File: src/hw/rtl/rfm_pkg.sv
// ----------------------------------------------------------------------------
// rfm_pkg
// Shared constants, register codes and controller/datapath types for the
// rms and frequency meter.
// ----------------------------------------------------------------------------
package rfm_pkg;

  // build constants
  localparam int SAMPLE_BITS = 12;
  localparam int MAX_WINDOW  = 1024;

  // field widths
  localparam int SAMPLE_W   = 12;
  localparam int OFFSET_W   = 12;
  localparam int SCALE_W    = 20;
  localparam int WLEN_W     = 11;
  localparam int PERIOD_W   = 16;
  localparam int RATE_W     = 16;
  localparam int RMS_W      = 17;
  localparam int FREQ_W     = 24;
  localparam int CFG_IDX_W  = 3;
  localparam int CFG_DATA_W = 20;

  // register reset values
  localparam logic [OFFSET_W-1:0] OFFSET_RST   = OFFSET_W'(1497);
  localparam logic [SCALE_W-1:0]  SCALE_RST    = SCALE_W'(8579);
  localparam logic [WLEN_W-1:0]   WLEN_RST     = WLEN_W'(333);
  localparam logic [PERIOD_W-1:0] MINPER_RST   = PERIOD_W'(250);
  localparam logic [RATE_W-1:0]   RATE_RST     = RATE_W'(20000);
  localparam logic [RMS_W-1:0]    BLACKOUT_RST = RMS_W'(16896);
  localparam logic [FREQ_W-1:0]   FREQ_RST     = FREQ_W'(15360);

  // sample masking and difference
  localparam logic [SAMPLE_W-1:0] SMASK =
    SAMPLE_W'((64'd1 << SAMPLE_BITS) - 64'd1);
  localparam int DIFF_W = ((SAMPLE_BITS > OFFSET_W) ? SAMPLE_BITS : OFFSET_W) + 1;
  localparam int MAG_W  = DIFF_W - 1;
  localparam int SQ_W   = 2 * MAG_W;

  // window
  localparam int WIN_IDX_W = $clog2(MAX_WINDOW);
  localparam int N_W       = WIN_IDX_W + 1;
  localparam int N_CMP_W   = (WLEN_W > N_W) ? WLEN_W : N_W;

  // accumulation, division and square root
  localparam int SUM_W     = 36;
  localparam int FRAC_W    = 16;
  localparam int MDIV_W    = SUM_W + FRAC_W;
  localparam int ROOT_W    = MDIV_W / 2;
  localparam int SREM_W    = ROOT_W + 2;
  localparam int DSR_W     = PERIOD_W;
  localparam int FREQ_FRAC = 8;
  localparam int FNUM_W    = RATE_W + FREQ_FRAC + 1;
  localparam int PROD_W    = ROOT_W + SCALE_W;
  localparam int ROUND_W   = PROD_W + 1;

  localparam int FDIV_STEPS = FNUM_W;
  localparam int MDIV_STEPS = MDIV_W;
  localparam int SQRT_STEPS = ROOT_W;
  localparam int STEP_W     = $clog2(MDIV_W + 1);

  localparam longint RMS_MAX  = (64'd1 << RMS_W) - 1;
  localparam longint FREQ_MAX = (64'd1 << FREQ_W) - 1;

  typedef enum logic [CFG_IDX_W-1:0] {
    REG_OFFSET   = 3'd0,
    REG_SCALE    = 3'd1,
    REG_WLEN     = 3'd2,
    REG_MINPER   = 3'd3,
    REG_RATE     = 3'd4,
    REG_BLACKOUT = 3'd5
  } cfg_reg_t;

  typedef struct packed {
    logic                  we;
    logic [CFG_IDX_W-1:0]  idx;
    logic [CFG_DATA_W-1:0] data;
  } cfg_wr_t;

  typedef enum logic [3:0] {
    ST_IDLE,
    ST_EVAL,
    ST_FDIV,
    ST_FSTORE,
    ST_MLOAD,
    ST_MDIV,
    ST_SQLOAD,
    ST_SQRT,
    ST_MUL,
    ST_OUT
  } ctl_state_t;

  typedef struct packed {
    logic capture;
    logic eval;
    logic fdiv_load;
    logic mdiv_load;
    logic div_step;
    logic fstore;
    logic sqrt_load;
    logic sqrt_step;
    logic mul;
    logic out_load;
  } dp_cmd_t;

  typedef struct packed {
    logic crossing;
    logic win_end;
  } dp_stat_t;

endpackage

File: src/hw/rtl/rfm_if.sv
// ----------------------------------------------------------------------------
// rfm_if
// Valid/ready channels of the rms and frequency meter: sample input,
// result output and register write.
// ----------------------------------------------------------------------------
interface rfm_in_if;
  logic                           valid;
  logic                           ready;
  logic [rfm_pkg::SAMPLE_W-1:0]   sample_mv;

  modport source (output valid, output sample_mv, input ready);
  modport sink   (input valid, input sample_mv, output ready);
endinterface

interface rfm_out_if;
  logic                         valid;
  logic                         ready;
  logic [rfm_pkg::RMS_W-1:0]    rms_volts;
  logic [rfm_pkg::FREQ_W-1:0]   frequency;
  logic                         blackout;

  modport source (output valid, output rms_volts, output frequency, output blackout,
                  input ready);
  modport sink   (input valid, input rms_volts, input frequency, input blackout,
                  output ready);
endinterface

interface rfm_cfg_if;
  logic                             valid;
  logic                             ready;
  logic [rfm_pkg::CFG_IDX_W-1:0]    index;
  logic [rfm_pkg::CFG_DATA_W-1:0]   data;

  modport source (output valid, output index, output data, input ready);
  modport sink   (input valid, input index, input data, output ready);
endinterface

File: src/hw/rtl/rfm_ctrl.sv
// ----------------------------------------------------------------------------
// rfm_ctrl
// Sequencer of the meter: takes one item, runs the update, the frequency
// divide on a crossing and, at a window end, the mean divide, the square root
// and the scaling, and loads the result register.
// ----------------------------------------------------------------------------
module rfm_ctrl (
  input  logic              clk,
  input  logic              rst_n,
  input  logic              in_valid,
  output logic              in_ready,
  input  logic              out_ready,
  output logic              out_valid,
  input  rfm_pkg::dp_stat_t stat,
  output rfm_pkg::dp_cmd_t  cmd
);
  import rfm_pkg::*;

  ctl_state_t        state_r, state_nxt;
  logic [STEP_W-1:0] cnt_r, cnt_nxt;
  logic              win_end_r, win_end_nxt;
  logic              out_valid_r, out_valid_nxt;

  always_ff @(posedge clk) begin
    if (!rst_n) begin
      state_r     <= ST_IDLE;
      cnt_r       <= '0;
      win_end_r   <= 1'b0;
      out_valid_r <= 1'b0;
    end else begin
      state_r     <= state_nxt;
      cnt_r       <= cnt_nxt;
      win_end_r   <= win_end_nxt;
      out_valid_r <= out_valid_nxt;
    end
  end

  always_comb begin
    state_nxt   = state_r;
    cnt_nxt     = cnt_r;
    win_end_nxt = win_end_r;
    cmd         = '0;
    in_ready    = 1'b0;
    unique case (state_r)
      ST_IDLE: begin
        in_ready = 1'b1;
        if (in_valid) begin
          cmd.capture = 1'b1;
          state_nxt   = ST_EVAL;
        end
      end
      ST_EVAL: begin
        cmd.eval    = 1'b1;
        win_end_nxt = stat.win_end;
        if (stat.crossing) begin
          cmd.fdiv_load = 1'b1;
          state_nxt     = ST_FDIV;
        end else if (stat.win_end) begin
          state_nxt = ST_MLOAD;
        end else begin
          state_nxt = ST_IDLE;
        end
      end
      ST_FDIV: begin
        cmd.div_step = 1'b1;
        cnt_nxt      = cnt_r + 1'b1;
        if (cnt_r == STEP_W'(FDIV_STEPS - 1)) begin
          cnt_nxt   = '0;
          state_nxt = ST_FSTORE;
        end
      end
      ST_FSTORE: begin
        cmd.fstore = 1'b1;
        state_nxt  = win_end_r ? ST_MLOAD : ST_IDLE;
      end
      ST_MLOAD: begin
        cmd.mdiv_load = 1'b1;
        state_nxt     = ST_MDIV;
      end
      ST_MDIV: begin
        cmd.div_step = 1'b1;
        cnt_nxt      = cnt_r + 1'b1;
        if (cnt_r == STEP_W'(MDIV_STEPS - 1)) begin
          cnt_nxt   = '0;
          state_nxt = ST_SQLOAD;
        end
      end
      ST_SQLOAD: begin
        cmd.sqrt_load = 1'b1;
        state_nxt     = ST_SQRT;
      end
      ST_SQRT: begin
        cmd.sqrt_step = 1'b1;
        cnt_nxt       = cnt_r + 1'b1;
        if (cnt_r == STEP_W'(SQRT_STEPS - 1)) begin
          cnt_nxt   = '0;
          state_nxt = ST_MUL;
        end
      end
      ST_MUL: begin
        cmd.mul   = 1'b1;
        state_nxt = ST_OUT;
      end
      ST_OUT: begin
        if (!out_valid_r || out_ready) begin
          cmd.out_load = 1'b1;
          state_nxt    = ST_IDLE;
        end
      end
      default: begin
        state_nxt = ST_IDLE;
        cnt_nxt   = '0;
      end
    endcase

    if (cmd.out_load) begin
      out_valid_nxt = 1'b1;
    end else if (out_ready) begin
      out_valid_nxt = 1'b0;
    end else begin
      out_valid_nxt = out_valid_r;
    end
  end

  assign out_valid = out_valid_r;

endmodule

File: src/hw/rtl/rfm_datapath.sv
// ----------------------------------------------------------------------------
// rfm_datapath
// Registers, sample update, shared restoring divider, two-bit-per-step
// square root, scaling multiplier and result register of the meter.
// ----------------------------------------------------------------------------
module rfm_datapath (
  input  logic                           clk,
  input  logic                           rst_n,
  input  rfm_pkg::cfg_wr_t               cfg_wr,
  input  logic [rfm_pkg::SAMPLE_W-1:0]   in_sample_mv,
  input  rfm_pkg::dp_cmd_t               cmd,
  output rfm_pkg::dp_stat_t              stat,
  output logic [rfm_pkg::RMS_W-1:0]      out_rms_volts,
  output logic [rfm_pkg::FREQ_W-1:0]     out_frequency,
  output logic                           out_blackout
);
  import rfm_pkg::*;

  // configuration
  logic [OFFSET_W-1:0] offset_r;
  logic [SCALE_W-1:0]  scale_r;
  logic [WLEN_W-1:0]   wlen_r;
  logic [PERIOD_W-1:0] min_period_r;
  logic [RATE_W-1:0]   rate_r;
  logic [RMS_W-1:0]    blackout_lvl_r;

  // running state
  logic [SUM_W-1:0]     sum_r;
  logic [WIN_IDX_W-1:0] win_idx_r;
  logic [PERIOD_W-1:0]  period_r;
  logic                 last_np_r;
  logic [FREQ_W-1:0]    freq_r;

  // payload
  logic [SAMPLE_W-1:0] sample_r;
  logic [DSR_W:0]      div_rem_r;
  logic [MDIV_W-1:0]   div_q_r;
  logic [DSR_W-1:0]    div_dsr_r;
  logic [MDIV_W-1:0]   rad_r;
  logic [SREM_W-1:0]   srem_r;
  logic [ROOT_W-1:0]   root_r;
  logic [PROD_W-1:0]   prod_r;
  logic [RMS_W-1:0]    out_rms_r;
  logic [FREQ_W-1:0]   out_freq_r;
  logic                out_blk_r;

  // sample update
  logic signed [DIFF_W-1:0] diff;
  logic signed [DIFF_W-1:0] diff_neg;
  logic                     positive;
  logic [MAG_W-1:0]         mag;
  logic [SQ_W-1:0]          sq;
  logic [PERIOD_W-1:0]      cnt_inc;
  logic                     crossing;
  logic [SUM_W:0]           sum_add;
  logic [SUM_W-1:0]         sum_sat;
  logic [N_W-1:0]           n;
  logic [N_W-1:0]           idx_inc;
  logic                     win_end;
  logic [FNUM_W-1:0]        fnum;

  // iteration steps
  logic [DSR_W:0]      div_shift;
  logic                div_ge;
  logic [SREM_W+1:0]   sq_shift;
  logic [SREM_W+1:0]   sq_trial;
  logic [SREM_W+1:0]   sq_diff;
  logic                sq_ge;
  logic [FNUM_W-1:0]   fq;
  logic [ROUND_W-1:0]  rnd;
  logic [ROUND_W-FRAC_W-1:0] rms_wide;
  logic [RMS_W-1:0]    rms;

  always_comb begin
    diff     = $signed(DIFF_W'(sample_r)) - $signed(DIFF_W'(offset_r));
    diff_neg = -diff;
    positive = !diff[DIFF_W-1] && (diff != '0);
    mag      = diff[DIFF_W-1] ? diff_neg[MAG_W-1:0] : diff[MAG_W-1:0];
    sq       = SQ_W'(mag) * SQ_W'(mag);

    cnt_inc  = (period_r == '1) ? period_r : period_r + 1'b1;
    crossing = last_np_r && positive && (cnt_inc > min_period_r);

    sum_add  = {1'b0, sum_r} + (SUM_W + 1)'(sq);
    sum_sat  = sum_add[SUM_W] ? '1 : sum_add[SUM_W-1:0];

    if (wlen_r == '0) begin
      n = N_W'(1);
    end else if (N_CMP_W'(wlen_r) > N_CMP_W'(MAX_WINDOW)) begin
      n = N_W'(MAX_WINDOW);
    end else begin
      n = N_W'(wlen_r);
    end
    idx_inc = N_W'(win_idx_r) + 1'b1;
    win_end = idx_inc >= n;

    fnum = FNUM_W'({rate_r, {FREQ_FRAC{1'b0}}}) + FNUM_W'(cnt_inc >> 1);

    div_shift = {div_rem_r[DSR_W-1:0], div_q_r[MDIV_W-1]};
    div_ge    = div_shift >= {1'b0, div_dsr_r};

    sq_shift = {srem_r, rad_r[MDIV_W-1 -: 2]};
    sq_trial = (SREM_W + 2)'({root_r, 2'b01});
    sq_ge    = sq_shift >= sq_trial;
    sq_diff  = sq_shift - sq_trial;

    fq = div_q_r[FNUM_W-1:0];

    rnd      = {1'b0, prod_r} + ROUND_W'(64'd1 << (FRAC_W - 1));
    rms_wide = rnd[ROUND_W-1:FRAC_W];
    rms      = (rms_wide > (ROUND_W - FRAC_W)'(RMS_MAX)) ? RMS_W'(RMS_MAX)
                                                         : rms_wide[RMS_W-1:0];
  end

  assign stat.crossing = crossing;
  assign stat.win_end  = win_end;

  // configuration registers
  always_ff @(posedge clk) begin
    if (!rst_n) begin
      offset_r       <= OFFSET_RST;
      scale_r        <= SCALE_RST;
      wlen_r         <= WLEN_RST;
      min_period_r   <= MINPER_RST;
      rate_r         <= RATE_RST;
      blackout_lvl_r <= BLACKOUT_RST;
    end else if (cfg_wr.we) begin
      unique case (cfg_reg_t'(cfg_wr.idx))
        REG_OFFSET:   offset_r       <= cfg_wr.data[OFFSET_W-1:0];
        REG_SCALE:    scale_r        <= cfg_wr.data[SCALE_W-1:0];
        REG_WLEN:     wlen_r         <= cfg_wr.data[WLEN_W-1:0];
        REG_MINPER:   min_period_r   <= cfg_wr.data[PERIOD_W-1:0];
        REG_RATE:     rate_r         <= cfg_wr.data[RATE_W-1:0];
        REG_BLACKOUT: blackout_lvl_r <= cfg_wr.data[RMS_W-1:0];
        default: begin
        end
      endcase
    end
  end

  // running state
  always_ff @(posedge clk) begin
    if (!rst_n) begin
      sum_r     <= '0;
      win_idx_r <= '0;
      period_r  <= '0;
      last_np_r <= 1'b1;
      freq_r    <= FREQ_RST;
    end else begin
      if (cmd.eval) begin
        period_r  <= crossing ? '0 : cnt_inc;
        last_np_r <= !positive;
        sum_r     <= sum_sat;
        win_idx_r <= win_end ? '0 : idx_inc[WIN_IDX_W-1:0];
      end
      if (cmd.mdiv_load) begin
        sum_r <= '0;
      end
      if (cmd.fstore) begin
        freq_r <= (fq > FNUM_W'(FREQ_MAX)) ? FREQ_W'(FREQ_MAX) : fq[FREQ_W-1:0];
      end
    end
  end

  // sample, divider, square root, multiplier and result
  always_ff @(posedge clk) begin
    if (cmd.capture) begin
      sample_r <= in_sample_mv & SMASK;
    end

    if (cmd.fdiv_load) begin
      div_rem_r <= '0;
      div_q_r   <= {fnum, (MDIV_W - FNUM_W)'(0)};
      div_dsr_r <= cnt_inc;
    end else if (cmd.mdiv_load) begin
      div_rem_r <= '0;
      div_q_r   <= {sum_r, FRAC_W'(0)};
      div_dsr_r <= DSR_W'(n);
    end else if (cmd.div_step) begin
      div_rem_r <= div_ge ? div_shift - {1'b0, div_dsr_r} : div_shift;
      div_q_r   <= {div_q_r[MDIV_W-2:0], div_ge};
    end

    if (cmd.sqrt_load) begin
      rad_r  <= div_q_r;
      srem_r <= '0;
      root_r <= '0;
    end else if (cmd.sqrt_step) begin
      rad_r  <= rad_r << 2;
      srem_r <= sq_ge ? sq_diff[SREM_W-1:0] : sq_shift[SREM_W-1:0];
      root_r <= {root_r[ROOT_W-2:0], sq_ge};
    end

    if (cmd.mul) begin
      prod_r <= PROD_W'(root_r) * PROD_W'(scale_r);
    end

    if (cmd.out_load) begin
      out_rms_r  <= rms;
      out_freq_r <= freq_r;
      out_blk_r  <= rms <= blackout_lvl_r;
    end
  end

  assign out_rms_volts = out_rms_r;
  assign out_frequency = out_freq_r;
  assign out_blackout  = out_blk_r;

endmodule

File: src/hw/rtl/rms_frequency_meter.sv
// ----------------------------------------------------------------------------
// rms_frequency_meter
// An item that closes no window is captured and evaluated; an accepted rising
// crossing adds a 25-step divide in the shared divider and a store.
// An item that closes a window then runs a 52-step mean divide, a 26-step
// square root and a multiply, and waits for a free result register.
// One item is in work at a time; the result register frees the input side.
// Synchronous active-low reset restores register defaults and idles the block.
// ----------------------------------------------------------------------------
module rms_frequency_meter (
  input  logic       clk,
  input  logic       rst_n,
  rfm_in_if.sink     in_ch,
  rfm_out_if.source  out_ch,
  rfm_cfg_if.sink    cfg_ch
);
  import rfm_pkg::*;

  cfg_wr_t  cfg_wr;
  dp_cmd_t  cmd;
  dp_stat_t stat;

  assign cfg_ch.ready = 1'b1;
  assign cfg_wr.we    = cfg_ch.valid;
  assign cfg_wr.idx   = cfg_ch.index;
  assign cfg_wr.data  = cfg_ch.data;

  rfm_ctrl u_ctrl (
    .clk       (clk),
    .rst_n     (rst_n),
    .in_valid  (in_ch.valid),
    .in_ready  (in_ch.ready),
    .out_ready (out_ch.ready),
    .out_valid (out_ch.valid),
    .stat      (stat),
    .cmd       (cmd)
  );

  rfm_datapath u_dp (
    .clk           (clk),
    .rst_n         (rst_n),
    .cfg_wr        (cfg_wr),
    .in_sample_mv  (in_ch.sample_mv),
    .cmd           (cmd),
    .stat          (stat),
    .out_rms_volts (out_ch.rms_volts),
    .out_frequency (out_ch.frequency),
    .out_blackout  (out_ch.blackout)
  );

  // one item in work at a time
  a_busy_after_accept: assert property (@(posedge clk) disable iff (!rst_n)
    in_ch.valid && in_ch.ready |=> !in_ch.ready)
    else $error("item accepted while previous item still in work");

  // result register never overwritten while holding an untaken result
  a_no_overwrite: assert property (@(posedge clk) disable iff (!rst_n)
    cmd.out_load |-> (!out_ch.valid || out_ch.ready))
    else $error("result register loaded while full");

  // reset leaves the block idle and empty
  a_reset_idle: assert property (@(posedge clk)
    !rst_n |=> (!out_ch.valid && in_ch.ready))
    else $error("block not idle after reset");

endmodule

File: src/flat_wrapper.sv
// flat-port wrapper written by rule: the top's interface ports become plain ports
module rms_frequency_meter_flat import rfm_pkg::*;
  (clk, rst_n, in_ch_valid, in_ch_sample_mv, in_ch_ready, out_ch_valid, out_ch_rms_volts, out_ch_frequency, out_ch_blackout, out_ch_ready, cfg_ch_valid, cfg_ch_index, cfg_ch_data, cfg_ch_ready);
  rfm_in_if in_ch_i ();
  rfm_out_if out_ch_i ();
  rfm_cfg_if cfg_ch_i ();
  input  logic clk;
  input  logic rst_n;
  input wire logic [$bits(in_ch_i.valid)-1:0] in_ch_valid;
  input wire logic [$bits(in_ch_i.sample_mv)-1:0] in_ch_sample_mv;
  output wire logic [$bits(in_ch_i.ready)-1:0] in_ch_ready;
  output wire logic [$bits(out_ch_i.valid)-1:0] out_ch_valid;
  output wire logic [$bits(out_ch_i.rms_volts)-1:0] out_ch_rms_volts;
  output wire logic [$bits(out_ch_i.frequency)-1:0] out_ch_frequency;
  output wire logic [$bits(out_ch_i.blackout)-1:0] out_ch_blackout;
  input wire logic [$bits(out_ch_i.ready)-1:0] out_ch_ready;
  input wire logic [$bits(cfg_ch_i.valid)-1:0] cfg_ch_valid;
  input wire logic [$bits(cfg_ch_i.index)-1:0] cfg_ch_index;
  input wire logic [$bits(cfg_ch_i.data)-1:0] cfg_ch_data;
  output wire logic [$bits(cfg_ch_i.ready)-1:0] cfg_ch_ready;
  assign in_ch_i.valid = in_ch_valid;
  assign in_ch_i.sample_mv = in_ch_sample_mv;
  assign in_ch_ready = in_ch_i.ready;
  assign out_ch_valid = out_ch_i.valid;
  assign out_ch_rms_volts = out_ch_i.rms_volts;
  assign out_ch_frequency = out_ch_i.frequency;
  assign out_ch_blackout = out_ch_i.blackout;
  assign out_ch_i.ready = out_ch_ready;
  assign cfg_ch_i.valid = cfg_ch_valid;
  assign cfg_ch_i.index = cfg_ch_index;
  assign cfg_ch_i.data = cfg_ch_data;
  assign cfg_ch_ready = cfg_ch_i.ready;
  rms_frequency_meter u_core (.clk(clk), .rst_n(rst_n), .in_ch(in_ch_i), .out_ch(out_ch_i), .cfg_ch(cfg_ch_i));
endmodule
File: config.mk
export PLATFORM = sky130hd
export DESIGN_NAME = rms_frequency_meter_flat
export DESIGN_NICKNAME = d
export VERILOG_FILES = /design/src/hw/rtl/rfm_pkg.sv /design/src/hw/rtl/rfm_if.sv /design/src/hw/rtl/rfm_ctrl.sv /design/src/hw/rtl/rfm_datapath.sv /design/src/hw/rtl/rms_frequency_meter.sv /design/src/flat_wrapper.sv
export SDC_FILE = /design/constraint.sdc
export NUM_CORES = 2
export LEC_CHECK = 0
export BUFFER_PORTS_ARGS = -buffer_cell sky130_fd_sc_hd__buf_2
export CAP_MARGIN = 20
export CORE_AREA = 5 5 337 339
export CTS_BUF_LIST = sky130_fd_sc_hd__clkbuf_16
export DETAILED_ROUTE_END_ITERATION = 10
export DIE_AREA = 0 0 342 344
export PLACE_DENSITY = 0.61
export SYNTH_ARGS = -nofsm -noshare
export SYNTH_HDL_FRONTEND = slang
export SYNTH_SLANG_ARGS = --single-unit
File: constraint.sdc
create_clock -name clk -period 10.6 [get_ports clk]
set_clock_uncertainty 0.2 [all_clocks]
set_input_delay 1.06 -clock clk [delete_from_list [all_inputs] [get_ports clk]]
set_output_delay 1.06 -clock clk [all_outputs]
set_load 0.01 [all_outputs]
=== Word level (Yosys, flattened, before mapping) ===
Index checks and enable logic that the tools add are counted.
W data, S select, Z words.

* Add/sub/neg operators: 10
* Multiply operators: 2
* Order comparisons: 8
* Eq/ne operators: 23
* Mux-type cells: 46
* Bitwise gates (word level): 1
* Reduce and logical (&&, ||, !) cells: 27

{| class="wikitable"
|+ Operators with widths
! kind !! count
|-
| $mux W52 || 5
|-
| $mux W16 || 5
|-
| $add A46 B16 Y47 const B || 1
|-
| $mul A26 B20 Y46 || 1
|-
| $pmux W4 S10 || 1
|-
| $add A36 B24 Y37 || 1
|-
| $mux W36 || 1
|-
| $gt A31 B17 Y1 const B || 1
|-
| $ge A30 B28 Y1 || 1
|-
| $mux W28 || 1
|-
| $sub A28 B28 Y28 || 1
|-
| $add A24 B15 Y25 || 1
|-
| $gt A25 B24 Y1 const B || 1
|-
| $mul A12 B12 Y24 || 1
|-
| $mux W24 || 1
|-
| $mux W4 || 6
|-
| $pmux W6 S4 || 1
|-
| $mux W11 || 2
|-
| $mux W6 || 3
|-
| $ge A17 B16 Y1 || 1
|-
| $le A17 B17 Y1 || 1
|-
| $mux W17 || 1
|-
| $add A16 B1 Y16 const B || 1
|-
| $eq A16 B16 Y1 const B || 1
|-
| other kinds (37) || 77
|}

* Register bits: 481
* Input port bits: 40
* Output and inout bits: 45
* Logic and storage cells: 145

=== Longest topological paths before layout ===
* Word-level depth: 8
* Mapped depth: 34
* Depth with buffers taken out: 33

=== Hierarchy ===
From an unflattened synthesis, not the netlist that was laid out.

* Cells, all modules: 4848
* Area, all modules: 44280.0 µm²

{| class="wikitable"
|+ By module, submodules not included
! module !! times used !! cells an instance !! area an instance (µm²) !! seq. area each (µm²)
|-
| rfm_datapath || 1 || 4736 || 43416.6 || 10870.4
|-
| rfm_ctrl || 1 || 110 || 852.1 || 240.2
|-
| rms_frequency_meter || 1 || 2 || 11.3 || 0.0
|}

=== Worst setup path after synthesis ===
Ideal clock, no wire load.

* Kind: flip-flop to flip-flop
* Start: register u_core.u_dp.sample_r[0]
* End: register u_core.u_dp.sum_r[31]
* Setup time: 70 ps
* Arrival: 7579 ps
* Required time: 10330 ps
* Path slack: 2751 ps
* Stages on the path, launching flop included: 31
* Buffers on the path: 0
* Clock period less this slack: 7849 ps
* Path through: edfxtp_1 > inv_1 > ha_1 > fa_1 > nand2b_1 > a21oi_1 > o31a_1 > o2111a_2 > nand3b_4 > o41ai_4 > xnor2_2 > nor2_1 > inv_1 > fa_1 > fa_1 > fa_1 > inv_1 > fa_1 > inv_1 > fa_1 > inv_1 > ha_1 > o21a_1 > o21ai_0 > o21ai_0 > a221oi_1 > or4b_2 > nand2_1 > nand3_1 > xor2_1 > a21oi_1

* Longest elaborated chain between the ends: 6

{| class="wikitable"
|+ Ends and longest elaborated chain
! element !! RTL line !! RTL
|-
| start: declaration || rfm_datapath.sv:35 || <nowiki>logic [SAMPLE_W-1:0] sample_r;</nowiki>
|-
| start signal: assignment || rfm_datapath.sv:168 || <nowiki>sample_r <= in_sample_mv & SMASK;</nowiki>
|-
| $sub A12 B12 Y13 (*) || rfm_datapath.sv:75 || <nowiki>diff = $signed(DIFF_W'(sample_r)) - $signed(DIFF_W'(offset_r));</nowiki>
|-
| $neg A12 Y12 || rfm_datapath.sv:76 || <nowiki>diff_neg = -diff;</nowiki>
|-
| $mux W12 (*) || rfm_datapath.sv:78 || <nowiki>mag = diff[DIFF_W-1] ? diff_neg[MAG_W-1:0] : diff[MAG_W-1:0];</nowiki>
|-
| $mul A12 B12 Y24 (*) || rfm_datapath.sv:79 || <nowiki>sq = SQ_W'(mag) * SQ_W'(mag);</nowiki>
|-
| $add A36 B24 Y37 (*) || rfm_datapath.sv:84 || <nowiki>sum_add = {1'b0, sum_r} + (SUM_W + 1)'(sq);</nowiki>
|-
| $mux W36 (*) || rfm_datapath.sv:85 || <nowiki>sum_sat = sum_add[SUM_W] ? '1 : sum_add[SUM_W-1:0];</nowiki>
|-
| end signal: assignment || rfm_datapath.sv:153 || <nowiki>sum_r <= sum_sat;</nowiki>
|-
| end: declaration || rfm_datapath.sv:28 || <nowiki>logic [SUM_W-1:0] sum_r;</nowiki>
|}

Mark *: on every way between the ends. The rest lies on a longest branch, timed or not.
A chain may end at the register's enable or synchronous reset.

=== Final worst setup path ===
Same ends and word-level chain as after synthesis.

==> impl_results.rst <==
.. list-table::
   :header-rows: 1

   * - Metric
     - Value
   * - Final RePlAce weighted congestion
     - 0.880
   * - First drt pass iteration count
     - 6
   * - Worst min-delay path class
     - flip-flop to flip-flop
   * - Vias in the first global route
     - 33292
   * - Root cell of the clock tree
     - clkbuf_16
   * - Max Clock Freq
     - 0.110 GHz
   * - First-pass GRT wire length
     - 181000 um
   * - Count of max-cap constraint violations
     - 0
   * - Most common cell after layout, fill and taps aside
     - inv_1
   * - Async set or reset register ratio after synthesis
     - 0%
   * - Setup tns final
     - 0 ps
   * - Critical path type
     - flip-flop to flip-flop
   * - Detailed router's first-iteration violation count
     - 2001
   * - Most used cells in the layout excluding fill and tap cells
     - inv_1 (745), nand2_1 (717), fa_1 (530)
   * - Xor and xnor area share after synthesis
     - 3.16%
   * - Buffers added on ports
     - 83
   * - Category of the worst setup path launch point
     - flip-flop
   * - CP Max Fanout
     - 13
   * - Max incr delay on CP
     - 810 ps
   * - Number of enable-type register cells in the synthesized netlist
     - 178
   * - Area Overhead vs Synth
     - 8.53%
   * - Buffers from clock root to sink, at most
     - 3
   * - Part of the Yosys area used for sequential elements
     - 25.4%
   * - Total instance count after detailed placement
     - 6218
   * - Max IR drop VDD
     - 720 uV
   * - Post-cts sizing count
     - 0
   * - Aggregate global-route resource usage
     - 19.2%
   * - #FFs+latches synth
     - 466
   * - Status
     - finished, final reports clean
   * - Number of instances in the synthesized netlist
     - 4813
   * - Cell type with the highest aggregate area in the netlist
     - fa_1
   * - Maximum number of pins on one net before global-route repair
     - 70
   * - Endpoint arrival time on the critical path
     - 9430 ps
   * - Vias
     - 32883
   * - Starting density of the core
     - 39.7%
   * - Horizontal extent of the die
     - 342 um
   * - Combinational share of power
     - 74.7%
   * - Leakage
     - 21.9 nW
   * - Net count reported at finish
     - 5690
   * - Mean area per synthesized cell
     - 9.08 um2
   * - Crit share post-route
     - 85.6%
   * - Clock tree from TritonCTS
     - yes
   * - Clock edge transition at the registers on the reported setup and hold paths
     - 60 ps
   * - Final WL
     - 112000 um
   * - CP Buf/Inv Count
     - 5
   * - Setup repair bufs after CTS
     - 0
   * - Via-to-Cell Ratio
     - 5.20
   * - Main combinational cell family by area after synthesis
     - adder cells
   * - Dominant synthesized flop cell
     - dfxtp_1
   * - Number of distinct library cells after synthesis
     - 97
   * - Post-synthesis net count
     - 5715
   * - Areal power density over the cells
     - 348 nW/um2
   * - Switching share of power
     - 48.5%
   * - Slew at the pin closest to its max-slew limit
     - 1150 ps
   * - Sw power
     - 0.00801 W
   * - Fraction of the mapped netlist area in simple logic gates
     - 16.4%
   * - # hold bufs at CTS
     - 0
   * - Core ar.
     - 110000 um2
   * - Top area cells in the synthesized netlist
     - fa_1 (24%), dfxtp_1 (13%), edfxtp_1 (12%)
   * - Average routed wire per standard cell
     - 17.7 um
   * - Detailed-placement wirelength estimate
     - 85200 um
   * - Yosys warnings
     - 0
   * - Fraction of layout instances using a drive strength above 1
     - 7.05%
   * - DIE HEIGHT
     - 344 um
   * - Synth Area in Adders
     - 33.8%
   * - Kind of end point of the critical path
     - flip-flop
   * - Inserted Clock Buffers
     - 54
   * - Fin cells
     - 6327
   * - Initial antenna violation count
     - 13
   * - Clock latency on the worst-skew pair
     - 650 ps
   * - Num Clock Sinks
     - 466
   * - Fraction of power consumed by sequential logic
     - 14.1%
   * - Share of synthesized area spent on multiplexers
     - 2.09%
   * - Data required time of the worst path
     - 10950 ps
   * - Row cnt
     - 122
   * - Remaining antenna violation count
     - 0
   * - Remaining design rule violation count
     - 0
   * - Internal cell power
     - 0.00850 W
   * - CTS H-tree lvls
     - 2
   * - RSZ-0062 raised after global routing
     - false
   * - Count of endpoints failing setup in the final report
     - 0
   * - Crit path setup slack, layout
     - 1520 ps
   * - I/O pin count
     - 85
   * - Worst max-slew margin expressed relative to the limit
     - 23.5%
   * - Synth top area share
     - 24.3%
   * - Final global-route overflow total
     - 0
   * - Number of pins exceeding their max-slew limit in the final report
     - 0
   * - Most common cell on crit path
     - fa_1
   * - Clock power frac
     - 11.2%
   * - Time the final worst path needs with I/O delays and setup
     - 9080 ps
   * - Placement-stage worst setup slack
     - 1540 ps
   * - Synthesized cell area
     - 43700 um2
   * - Final-report hold violation count
     - 0
   * - Post-synthesis compound-gate area fraction
     - 10.7%
   * - Floorplan die area
     - 118000 um2
   * - Fill cell total of the finished layout
     - 10746
   * - Slowest cell on the critical path
     - xor2_1
   * - Total power of the final layout
     - 0.0165 W
   * - Largest delay contributor family on the critical path
     - adder cells
==> per-stage QoR <==
step,util [%],instance area [um2],hold WS (ps)
detailed placement,41.4,45600,216
finish,43.1,47400,229
global route,43.1,47400,239
floorplan,-,43700,209
CTS,43.0,47400,227
global placement,41.4,45600,214
==> cell usage after synthesis, types with 44 or more instances <==
cell type / instances
ha_1: 332
nand3_1: 89
nand2_1: 719
xor2_1: 75
mux2_2: 50
and3_1: 44
clkbuf_1: 204
fa_1: 530
edfxtp_1: 178
inv_1: 739
nor2_1: 220
and2_1: 192
a21o_1: 59
nor3_1: 94
dfxtp_1: 288
xnor2_1: 79
a21oi_1: 254
o21ai_0: 131
==> routing by layer <==
metal  global-route usage [%]  wire length [um]
met5                        0                13
met4                     5.59              3390
met3                     2.51              6510
met2                     33.0             53400
met1                     25.7             48900
==> sequential cells by signal (all words and copies together), names as in the netlist, 17 cells and up <==
signal / count
u_core.u_dp.sum_r: 36
u_core.u_dp.srem_r: 28
u_core.u_dp.root_r: 26
u_core.u_dp.scale_r: 20
u_core.u_dp.div_q_r: 52
u_core.u_dp.out_rms_volts: 17
u_core.u_dp.rad_r: 52
u_core.u_dp.out_frequency: 24
u_core.u_dp.prod_r: 31
u_core.u_dp.blackout_lvl_r: 17
u_core.u_dp.freq_r: 24
==> cell type report <==
class / instances / area, um2 / share of cell area, %
Multi-Input combinational cell: 3375 / 29000 / 61.1
Sequential cell: 466 / 11100 / 23.4
Inverter: 742 / 2790 / 5.88
Tap cell: 1488 / 1860 / 3.93
Clock buffer: 55 / 1380 / 2.90
Timing Repair Buffer: 149 / 938 / 1.98
Clock inverter: 47 / 385 / 0.813
Antenna cell: 5 / 12.5 / 0.0264
==> logic make-up (layout without fill, tap and decap cells) <==
logic type | count (synthesis) | after routing
xor+xnor | 156 | 156
mux | 85 | 85
flops | 466 | 466
compound gates | 737 | 737
fa+ha+maj | 862 | 862
buf+inv | 972 | 993
other cells | 1 | 6
simple gates | 1534 | 1534
==> worst paths after layout <==
path / slack [ps] / from / end / cells past startpoint
hold reg to reg: 230 / u_core.u_dp.freq_r[23] / u_core.u_dp.out_frequency[23] / 0
setup reg to reg: 1520 / u_core.u_dp.sample_r[0] / u_core.u_dp.sum_r[31] / 30
setup / recovery: 1520 / u_core.u_dp.sample_r[0] / u_core.u_dp.sum_r[31] / 30
hold / removal: 230 / u_core.u_dp.freq_r[23] / u_core.u_dp.out_frequency[23] / 0
==> power by group through the flow <==
stage,Combinational (W),Sequential [W],Clock (W)
floorplan,0.00977,0.00230,0
global placement,0.0121,0.00236,0
detailed placement,0.0123,0.00236,0
CTS,0.0124,0.00232,0.00191
global route,0.0142,0.00233,0.00198
finish,0.0123,0.00232,0.00186
No activity file was read; power rests on OpenSTA's default activity.
